===== config.mk =====
export PLATFORM = sky130hd
export DESIGN_NAME = direction_to_wall_face_uv_top_flat
export DESIGN_NICKNAME = d
export VERILOG_FILES = /design/src/rtl/dwfuv_pkg.sv /design/src/rtl/dwfuv_vec_if.sv /design/src/rtl/dwfuv_uv_if.sv /design/src/rtl/dwfuv_classify.sv /design/src/rtl/dwfuv_div_cell.sv /design/src/rtl/direction_to_wall_face_uv_top.sv /design/src/flat_wrapper.sv
export VERILOG_INCLUDE_DIRS = /design/src /design/src/rtl
export SDC_FILE = /design/constraint.sdc
export NUM_CORES = 2
export LEC_CHECK = 0
export ABC_AREA = 1
export BUFFER_PORTS_ARGS = -buffer_cell sky130_fd_sc_hd__buf_4
export CAP_MARGIN = 20
export CORE_UTILIZATION = 55
export DETAILED_ROUTE_END_ITERATION = 6
export GPL_TIMING_DRIVEN = 1
export PLACE_DENSITY = 0.71
export SYNTH_ARGS = -nofsm -noshare
export SYNTH_HDL_FRONTEND = slang
export SYNTH_SLANG_ARGS = --single-unit

===== constraint.sdc =====
create_clock -name clk -period 8.43 [get_ports clk]
set_clock_uncertainty 0.15 [all_clocks]
set_input_delay 1.2645 -clock clk [delete_from_list [all_inputs] [get_ports clk]]
set_output_delay 1.2645 -clock clk [all_outputs]
set_load 0.01 [all_outputs]

===== src/rtl/direction_to_wall_face_uv_top_assert.svh =====
// Assertion macros for the direction to wall-face block.
// Included by the modules that check their own logic; no other dependencies.
`ifndef DIRECTION_TO_WALL_FACE_UV_TOP_ASSERT_SVH
`define DIRECTION_TO_WALL_FACE_UV_TOP_ASSERT_SVH
`ifndef SYNTHESIS
// Checked property, disabled while reset is high.
`define DWFUV_ASSERT(lbl, clk, rst, prop, msg) \
  lbl: assert property (@(posedge clk) disable iff (rst) prop) else $error(msg);
// Checked property that also holds during reset.
`define DWFUV_ASSERT_ALWAYS(lbl, clk, prop, msg) \
  lbl: assert property (@(posedge clk) prop) else $error(msg);
`else
`define DWFUV_ASSERT(lbl, clk, rst, prop, msg)
`define DWFUV_ASSERT_ALWAYS(lbl, clk, prop, msg)
`endif
`endif


===== src/rtl/dwfuv_pkg.sv =====
// Shared types and constants of the direction to wall-face block.
// No dependencies.
package dwfuv_pkg;

  localparam int unsigned IN_W     = 16;  // direction component width
  localparam int unsigned M_W      = 16;  // major magnitude, 1..32768
  localparam int unsigned N_W      = 17;  // numerator, 0..2m
  localparam int unsigned R_W      = 15;  // remainder, always below m
  localparam int unsigned Q_W      = 17;  // coordinate, 0..65536
  localparam int unsigned NUM_CELLS = Q_W;  // one quotient bit per cell

  typedef enum logic [2:0] {
    FACE_MINUS_Z = 3'd0,
    FACE_PLUS_Z  = 3'd1,
    FACE_MINUS_X = 3'd2,
    FACE_PLUS_X  = 3'd3,
    FACE_NONE    = 3'd4
  } face_t;

  // Payload carried along the divider chain, both lanes side by side.
  typedef struct packed {
    face_t            face;
    logic [M_W-1:0]   m;
    logic [R_W-1:0]   ru;
    logic [R_W-1:0]   rv;
    logic [Q_W-1:0]   du;
    logic [Q_W-1:0]   dv;
    logic [Q_W-1:0]   qu;
    logic [Q_W-1:0]   qv;
  } stage_t;

endpackage


===== src/rtl/dwfuv_vec_if.sv =====
// Input channel: one direction vector per transfer.
// Depends on dwfuv_pkg.
interface dwfuv_vec_if;
  logic                              valid;
  logic                              ready;
  logic signed [dwfuv_pkg::IN_W-1:0] vec_x;
  logic signed [dwfuv_pkg::IN_W-1:0] vec_y;
  logic signed [dwfuv_pkg::IN_W-1:0] vec_z;

  modport source (output valid, output vec_x, output vec_y, output vec_z, input ready);
  modport sink   (input valid, input vec_x, input vec_y, input vec_z, output ready);
endinterface


===== src/rtl/dwfuv_uv_if.sv =====
// Output channel: one texture coordinate pair and face code per transfer.
// Depends on dwfuv_pkg.
interface dwfuv_uv_if;
  logic                       valid;
  logic                       ready;
  logic [dwfuv_pkg::Q_W-1:0]  tex_u;
  logic [dwfuv_pkg::Q_W-1:0]  tex_v;
  logic [2:0]                 face;

  modport source (output valid, output tex_u, output tex_v, output face, input ready);
  modport sink   (input valid, input tex_u, input tex_v, input face, output ready);
endinterface


===== src/rtl/dwfuv_classify.sv =====
// Front stage: wall selection, major magnitude and numerators, registered.
// Depends on dwfuv_pkg and the assertion header.
`include "direction_to_wall_face_uv_top_assert.svh"
module dwfuv_classify (
  input  logic                              clk,
  input  logic                              rst,
  input  logic                              in_valid,
  output logic                              in_ready,
  input  logic signed [dwfuv_pkg::IN_W-1:0] vec_x,
  input  logic signed [dwfuv_pkg::IN_W-1:0] vec_y,
  input  logic signed [dwfuv_pkg::IN_W-1:0] vec_z,
  output logic                              valid,
  input  logic                              dn_ready,
  output dwfuv_pkg::stage_t                 st
);

  logic signed [17:0] x, y, z;
  logic signed [17:0] mag, nu, nv;
  dwfuv_pkg::face_t   face_sel;
  dwfuv_pkg::stage_t  st_next;

  assign x = 18'(vec_x);
  assign y = 18'(vec_y);
  assign z = 18'(vec_z);

  // Walls tested in fixed order; the first whose bounds hold wins.
  always_comb begin
    face_sel = dwfuv_pkg::FACE_NONE;
    mag      = 18'sd1;
    nu       = 18'sd0;
    priority if (z < 0 && x >= z && x < -z && y >= z && y <= -z) begin
      face_sel = dwfuv_pkg::FACE_MINUS_Z;
      mag      = -z;
      nu       = x - z;
    end else if (z > 0 && x > -z && x <= z && y >= -z && y <= z) begin
      face_sel = dwfuv_pkg::FACE_PLUS_Z;
      mag      = z;
      nu       = z - x;
    end else if (x < 0 && z > x && z <= -x && y >= x && y <= -x) begin
      face_sel = dwfuv_pkg::FACE_MINUS_X;
      mag      = -x;
      nu       = -x - z;
    end else if (x > 0 && z >= -x && z < x && y >= -x && y <= x) begin
      face_sel = dwfuv_pkg::FACE_PLUS_X;
      mag      = x;
      nu       = x + z;
    end else begin
      // No wall: m of one and zero numerators give zero coordinates.
      face_sel = dwfuv_pkg::FACE_NONE;
      mag      = 18'sd1;
      nu       = 18'sd0;
    end
  end

  assign nv = (face_sel == dwfuv_pkg::FACE_NONE) ? 18'sd0 : mag + y;

  // Quotient bits above 16 are zero, so start with n/4 as the remainder.
  always_comb begin
    st_next.face = face_sel;
    st_next.m    = mag[dwfuv_pkg::M_W-1:0];
    st_next.ru   = nu[dwfuv_pkg::N_W-1:2];
    st_next.rv   = nv[dwfuv_pkg::N_W-1:2];
    st_next.du   = {nu[1:0], 15'd0};
    st_next.dv   = {nv[1:0], 15'd0};
    st_next.qu   = '0;
    st_next.qv   = '0;
  end

  assign in_ready = !valid || dn_ready;

  always_ff @(posedge clk) begin
    if (rst) begin
      valid <= 1'b0;
    end else if (in_ready) begin
      valid <= in_valid;
    end
  end

  always_ff @(posedge clk) begin
    if (in_ready && in_valid) begin
      st <= st_next;
    end
  end

  `DWFUV_ASSERT(a_cls_m_nonzero, clk, rst, valid |-> (st.m != '0), "classify: zero magnitude")
  `DWFUV_ASSERT(a_cls_none_zero, clk, rst,
    (valid && st.face == dwfuv_pkg::FACE_NONE) |-> (st.ru == '0 && st.du == '0 && st.rv == '0),
    "classify: no-wall item carries a numerator")

endmodule


===== src/rtl/dwfuv_div_cell.sv =====
// One cell of the divider chain: one quotient bit for both lanes per cell.
// Depends on dwfuv_pkg and the assertion header.
`include "direction_to_wall_face_uv_top_assert.svh"
module dwfuv_div_cell (
  input  logic              clk,
  input  logic              rst,
  input  logic              up_valid,
  output logic              up_ready,
  input  dwfuv_pkg::stage_t up_st,
  output logic              valid,
  input  logic              dn_ready,
  output dwfuv_pkg::stage_t st
);

  logic [dwfuv_pkg::M_W-1:0] tu, tv, du_diff, dv_diff;
  logic                      bu, bv;
  dwfuv_pkg::stage_t         st_next;

  // Shift in the next dividend bit, subtract when the divisor fits.
  assign tu = {up_st.ru, up_st.du[dwfuv_pkg::Q_W-1]};
  assign tv = {up_st.rv, up_st.dv[dwfuv_pkg::Q_W-1]};
  assign bu = (tu >= up_st.m);
  assign bv = (tv >= up_st.m);
  assign du_diff = tu - up_st.m;
  assign dv_diff = tv - up_st.m;

  always_comb begin
    st_next      = up_st;
    st_next.ru   = bu ? du_diff[dwfuv_pkg::R_W-1:0] : tu[dwfuv_pkg::R_W-1:0];
    st_next.rv   = bv ? dv_diff[dwfuv_pkg::R_W-1:0] : tv[dwfuv_pkg::R_W-1:0];
    st_next.du   = {up_st.du[dwfuv_pkg::Q_W-2:0], 1'b0};
    st_next.dv   = {up_st.dv[dwfuv_pkg::Q_W-2:0], 1'b0};
    st_next.qu   = {up_st.qu[dwfuv_pkg::Q_W-2:0], bu};
    st_next.qv   = {up_st.qv[dwfuv_pkg::Q_W-2:0], bv};
  end

  assign up_ready = !valid || dn_ready;

  always_ff @(posedge clk) begin
    if (rst) begin
      valid <= 1'b0;
    end else if (up_ready) begin
      valid <= up_valid;
    end
  end

  always_ff @(posedge clk) begin
    if (up_ready && up_valid) begin
      st <= st_next;
    end
  end

  `DWFUV_ASSERT(a_cell_rem_bound, clk, rst,
    valid |-> ({1'b0, st.ru} < st.m && {1'b0, st.rv} < st.m),
    "div cell: remainder not below divisor")
  `DWFUV_ASSERT(a_cell_hold, clk, rst, (valid && !dn_ready) |=> (valid && $stable(st)),
    "div cell: stalled item changed")

endmodule


===== src/rtl/direction_to_wall_face_uv_top.sv =====
// Direction to wall-face texture coordinates, top level.
// Depends on dwfuv_pkg, dwfuv_vec_if, dwfuv_uv_if, dwfuv_classify, dwfuv_div_cell.
//
// Takes one direction vector per cycle while the output is not stalled and
// returns its wall face and (u,v) in unsigned 1.16 fixed point, one result
// per cycle sustained. A registered front stage picks the wall and forms m
// and the numerators, then a chain of 17 divider cells follows, each
// producing one quotient bit of both coordinates. The last cell
// is the output register; every cell has its own valid and takes a new item
// when it is empty or its successor moves, so bubbles close up under stalls.
// A vector that hits no side wall returns u = v = 0 and face code 4.
module direction_to_wall_face_uv_top (
  input  logic        clk,
  input  logic        rst,
  dwfuv_vec_if.sink   dir,
  dwfuv_uv_if.source  uv
);

  logic              valid_c [dwfuv_pkg::NUM_CELLS+1];
  logic              ready_c [dwfuv_pkg::NUM_CELLS+1];
  dwfuv_pkg::stage_t st_c    [dwfuv_pkg::NUM_CELLS+1];

  dwfuv_classify u_classify (
    .clk      (clk),
    .rst      (rst),
    .in_valid (dir.valid),
    .in_ready (dir.ready),
    .vec_x    (dir.vec_x),
    .vec_y    (dir.vec_y),
    .vec_z    (dir.vec_z),
    .valid    (valid_c[0]),
    .dn_ready (ready_c[0]),
    .st       (st_c[0])
  );

  for (genvar k = 0; k < dwfuv_pkg::NUM_CELLS; k++) begin : g_cell
    dwfuv_div_cell u_cell (
      .clk      (clk),
      .rst      (rst),
      .up_valid (valid_c[k]),
      .up_ready (ready_c[k]),
      .up_st    (st_c[k]),
      .valid    (valid_c[k+1]),
      .dn_ready (ready_c[k+1]),
      .st       (st_c[k+1])
    );
  end

  assign ready_c[dwfuv_pkg::NUM_CELLS] = uv.ready;
  assign uv.valid = valid_c[dwfuv_pkg::NUM_CELLS];
  assign uv.tex_u = st_c[dwfuv_pkg::NUM_CELLS].qu;
  assign uv.tex_v = st_c[dwfuv_pkg::NUM_CELLS].qv;
  assign uv.face  = st_c[dwfuv_pkg::NUM_CELLS].face;

endmodule


===== src/flat_wrapper.sv =====
// flat-port wrapper written by rule: the top's interface ports become plain ports
module direction_to_wall_face_uv_top_flat 
  (clk, rst, dir_valid, dir_vec_x, dir_vec_y, dir_vec_z, dir_ready, uv_valid, uv_tex_u, uv_tex_v, uv_face, uv_ready);
  dwfuv_vec_if dir_i ();
  dwfuv_uv_if uv_i ();
  input  logic clk;
  input  logic rst;
  input wire logic [$bits(dir_i.valid)-1:0] dir_valid;
  input wire logic [$bits(dir_i.vec_x)-1:0] dir_vec_x;
  input wire logic [$bits(dir_i.vec_y)-1:0] dir_vec_y;
  input wire logic [$bits(dir_i.vec_z)-1:0] dir_vec_z;
  output wire logic [$bits(dir_i.ready)-1:0] dir_ready;
  output wire logic [$bits(uv_i.valid)-1:0] uv_valid;
  output wire logic [$bits(uv_i.tex_u)-1:0] uv_tex_u;
  output wire logic [$bits(uv_i.tex_v)-1:0] uv_tex_v;
  output wire logic [$bits(uv_i.face)-1:0] uv_face;
  input wire logic [$bits(uv_i.ready)-1:0] uv_ready;
  assign dir_i.valid = dir_valid;
  assign dir_i.vec_x = dir_vec_x;
  assign dir_i.vec_y = dir_vec_y;
  assign dir_i.vec_z = dir_vec_z;
  assign dir_ready = dir_i.ready;
  assign uv_valid = uv_i.valid;
  assign uv_tex_u = uv_i.tex_u;
  assign uv_tex_v = uv_i.tex_v;
  assign uv_face = uv_i.face;
  assign uv_i.ready = uv_ready;
  direction_to_wall_face_uv_top u_core (.clk(clk), .rst(rst), .dir(dir_i), .uv(uv_i));
endmodule

==> flow_summary.toml <==
[synthesis]
async_flop_share = 0
synth_top_area_frac = 0.493
ys_seq_area_frac = 0.498
synth.largest_area_cell = "edfxtp_1"
synth_edf_count = 1148
yosys.cell_types.count = 56
netlist_area_um2 = 69900
avgSynthCellArea_um2 = 9.87
synth_common_cells = "edfxtp_1 (1148), nand2_1 (1026), inv_1 (902), a21oi_1 (890), ha_1 (721)"
yosys_warnings = 0
synthCells = 7086
synth.most_common_cell = "edfxtp_1"
synthTopCellsByArea = "edfxtp_1 (49%), ha_1 (13%), a21oi_1 (6.4%), nand2_1 (5.5%), inv_1 (4.8%)"
ys_ff_latch = 1166
syn_nets = 7896
synth_ff_type = "edfxtp_1"

[timing]
layout_setup_ws_ns = 0.768
fmax_mhz = 131
grt_setup_unrepaired = "no"
finalCritPeriodShare = 0.909
finalHoldViolCount = 0
min_period_ns = 7.66
holdWs_ns = 0.258
setup_viol = 0
max-slew-margin-rel = 0.256
worst_pin_slew_ns = 1.10
tns_ns = 0
slew_viol_final = 0

[run_status]
status = "complete, no violations"

[clock_tree]
htree_levels = 3
post-cts-setup-buffers = 0
cts.sinks = 1166
cts_buffers = 120
cts_resized = 0
cts_tree = "built"
clk_pin_slew_worst_paths_ns = 0.06
cts_hold_buf = 0
worstSkewPairLatency_ns = 0.76
root_buffer = "clkbuf_16"
clock_path_buffers = 3

[detailed_routing]
drt_iter0_drc = 4911
wl_per_cell_um = 20.2
route.met3.wl_um = 11300
routed_via_density = 5.69
drc_errors = 0
num_vias = 51400
wl_met1_um = 82900
dr_wl_met2_um = 83700
drtAntennaViolNets = 0
drt_wl_total_um = 182000
firstDrtPassIters = 6
highest_layer = "met5"

[global_route]
antenna_found_initial = 7
grt_pass1_wl_um = 277000
grt_use_total = 0.281
overflow = 0
grt_max_degree = 64
grt_pass1_vias = 48300

[worst_setup_path]
startpoint_type = "input port"
r2r_slack_ns = 4.74
cp-end-kind = "flip-flop"
crit_path_max_incr_delay_ns = 0.46
rr_worst_depth = 10
cp_common_cell = "nand2_1"
critPathRequiredTime_ns = 8.77
path_class = "in -> reg"
crit_slowest_cell = "o21ai_0"
crit_arrival_ns = 8.00
crit_fanout = 6

[worst_hold_path]
hold_depth = 0
hold_path_class = "reg -> reg"

[placed_design]
io_buffers = 90
place_ws_ns = 0.263
gp_congestion = 0.978
dp.cells = 8801
place_hpwl_um = 143000

[layout]
stdcell_count = 9038
layout-area-overhead-vs-synth_pct = 10.4
final_layout_size_suffix_gt1_frac = 0.0655
fin_nets = 8091

[die]
num_rows = 130
coreArea_um2 = 126000
die_x_um = 359
dieArea_um2 = 129000
start_util = 0.555
die_h_um = 359
ios = 91

[pwr]
p_leak_uw = 0.0325
vdd.ir_drop.worst_mv = 0.188
power_density_nw_per_um2 = 175

[flow_run]
max_cap_violations = 0
==> layout make-up <==
| cell class | count | area [µm²] |
|---|---|---|
| inverter | 912 | 3430 |
| sequential | 1166 | 34800 |
| multi-input combinational | 4886 | 31300 |
| fill | 10400 | 48700 |
| timing repair buffer | 195 | 1560 |
| antenna | 2 | 5.00 |
| clock buffer | 135 | 3060 |
| clock inverter | 92 | 973 |
| tap | 1650 | 2060 |
==> sequential cells by signal, summed over array words and instances (netlist names) <==
name                        flops
u_core.g_cell.u_cell.st      1095
u_core.u_classify.st           53
u_core.g_cell.u_cell.valid     17
u_core.u_classify.valid         1
==> metal layers <==
| metal | vias to the layer above | GRT usage |
|---|---|---|
| met4 | 4 | 0.0737 |
| met2 | 1541 | 0.450 |
| met3 | 235 | 0.0380 |
| met5 | - | 0 |
| li1 | 25100 | - |
| met1 | 24500 | 0.401 |
==> stage by stage <==
step	total power (µW)	utilization	instance area (µm²)
finish	13500	0.613	77200
floorplan	7640	-	69900
global route	14000	0.613	77200
global placement	8160	0.580	73000
CTS	13600	0.612	77100
detailed placement	8170	0.580	73000
==> path summary, 6_finish.rpt <==
check | start | to
setup reg to reg | u_core.g_cell[13].u_cell.st[100]$_DFFE_PP_ | u_core.g_cell[14].u_cell.st[82]$_DFFE_PP_
hold / removal | u_core.g_cell[1].u_cell.st[0]$_DFFE_PP_ | u_core.g_cell[2].u_cell.st[1]$_DFFE_PP_
hold reg to reg | u_core.g_cell[1].u_cell.st[0]$_DFFE_PP_ | u_core.g_cell[2].u_cell.st[1]$_DFFE_PP_
setup / recovery | dir_vec_z[0] | u_core.u_classify.st[82]$_SDFFCE_PN0P_
==> kinds of logic (layout without fill, tap and decap cells) <==
family,after synthesis,after routing,synth area share
buf+inv,1034,1334,0.0564
xor+xnor,459,459,0.0575
compound gates,1599,1599,0.127
simple gates,2070,2070,0.121
flops,1166,1166,0.498
other cells,0,2,0
fa+ha+maj,758,758,0.140
==> cell usage in the layout (no fill, tap or decap), types with 172 or more instances in the layout <==
| master | Yosys | layout |
|---|---|---|
| nand3_1 | 214 | 214 |
| edfxtp_1 | 1148 | 1148 |
| xor2_1 | 287 | 287 |
| nor2_1 | 679 | 674 |
| buf_4 | 5 | 185 |
| o21ai_0 | 366 | 366 |
| ha_1 | 721 | 721 |
| inv_1 | 902 | 893 |
| nand2_1 | 1026 | 1026 |
| a21oi_1 | 890 | 886 |
| xnor2_1 | 172 | 172 |
==> power by group <==
part,switching (µW),internal (µW),leakage (µW),total [µW]
clock network,2300,3090,0.00193,5390
logic,1020,551,0.0201,1570
registers,81.7,6440,0.0105,6530
==> critical path: cells and delay by family <==
| family | cells | cell delay (ns) |
|---|---|---|
| adders and majority gates | 3 | 0.75 |
| buffers and inverters | 10 | 1.11 |
| and+or+nand+nor | 25 | 3.15 |
| xor gates and xnor gates | 1 | 0.22 |
| AOI/OAI and AO/OA | 8 | 1.45 |
Note: power is estimated with default switching activity, not from simulation.
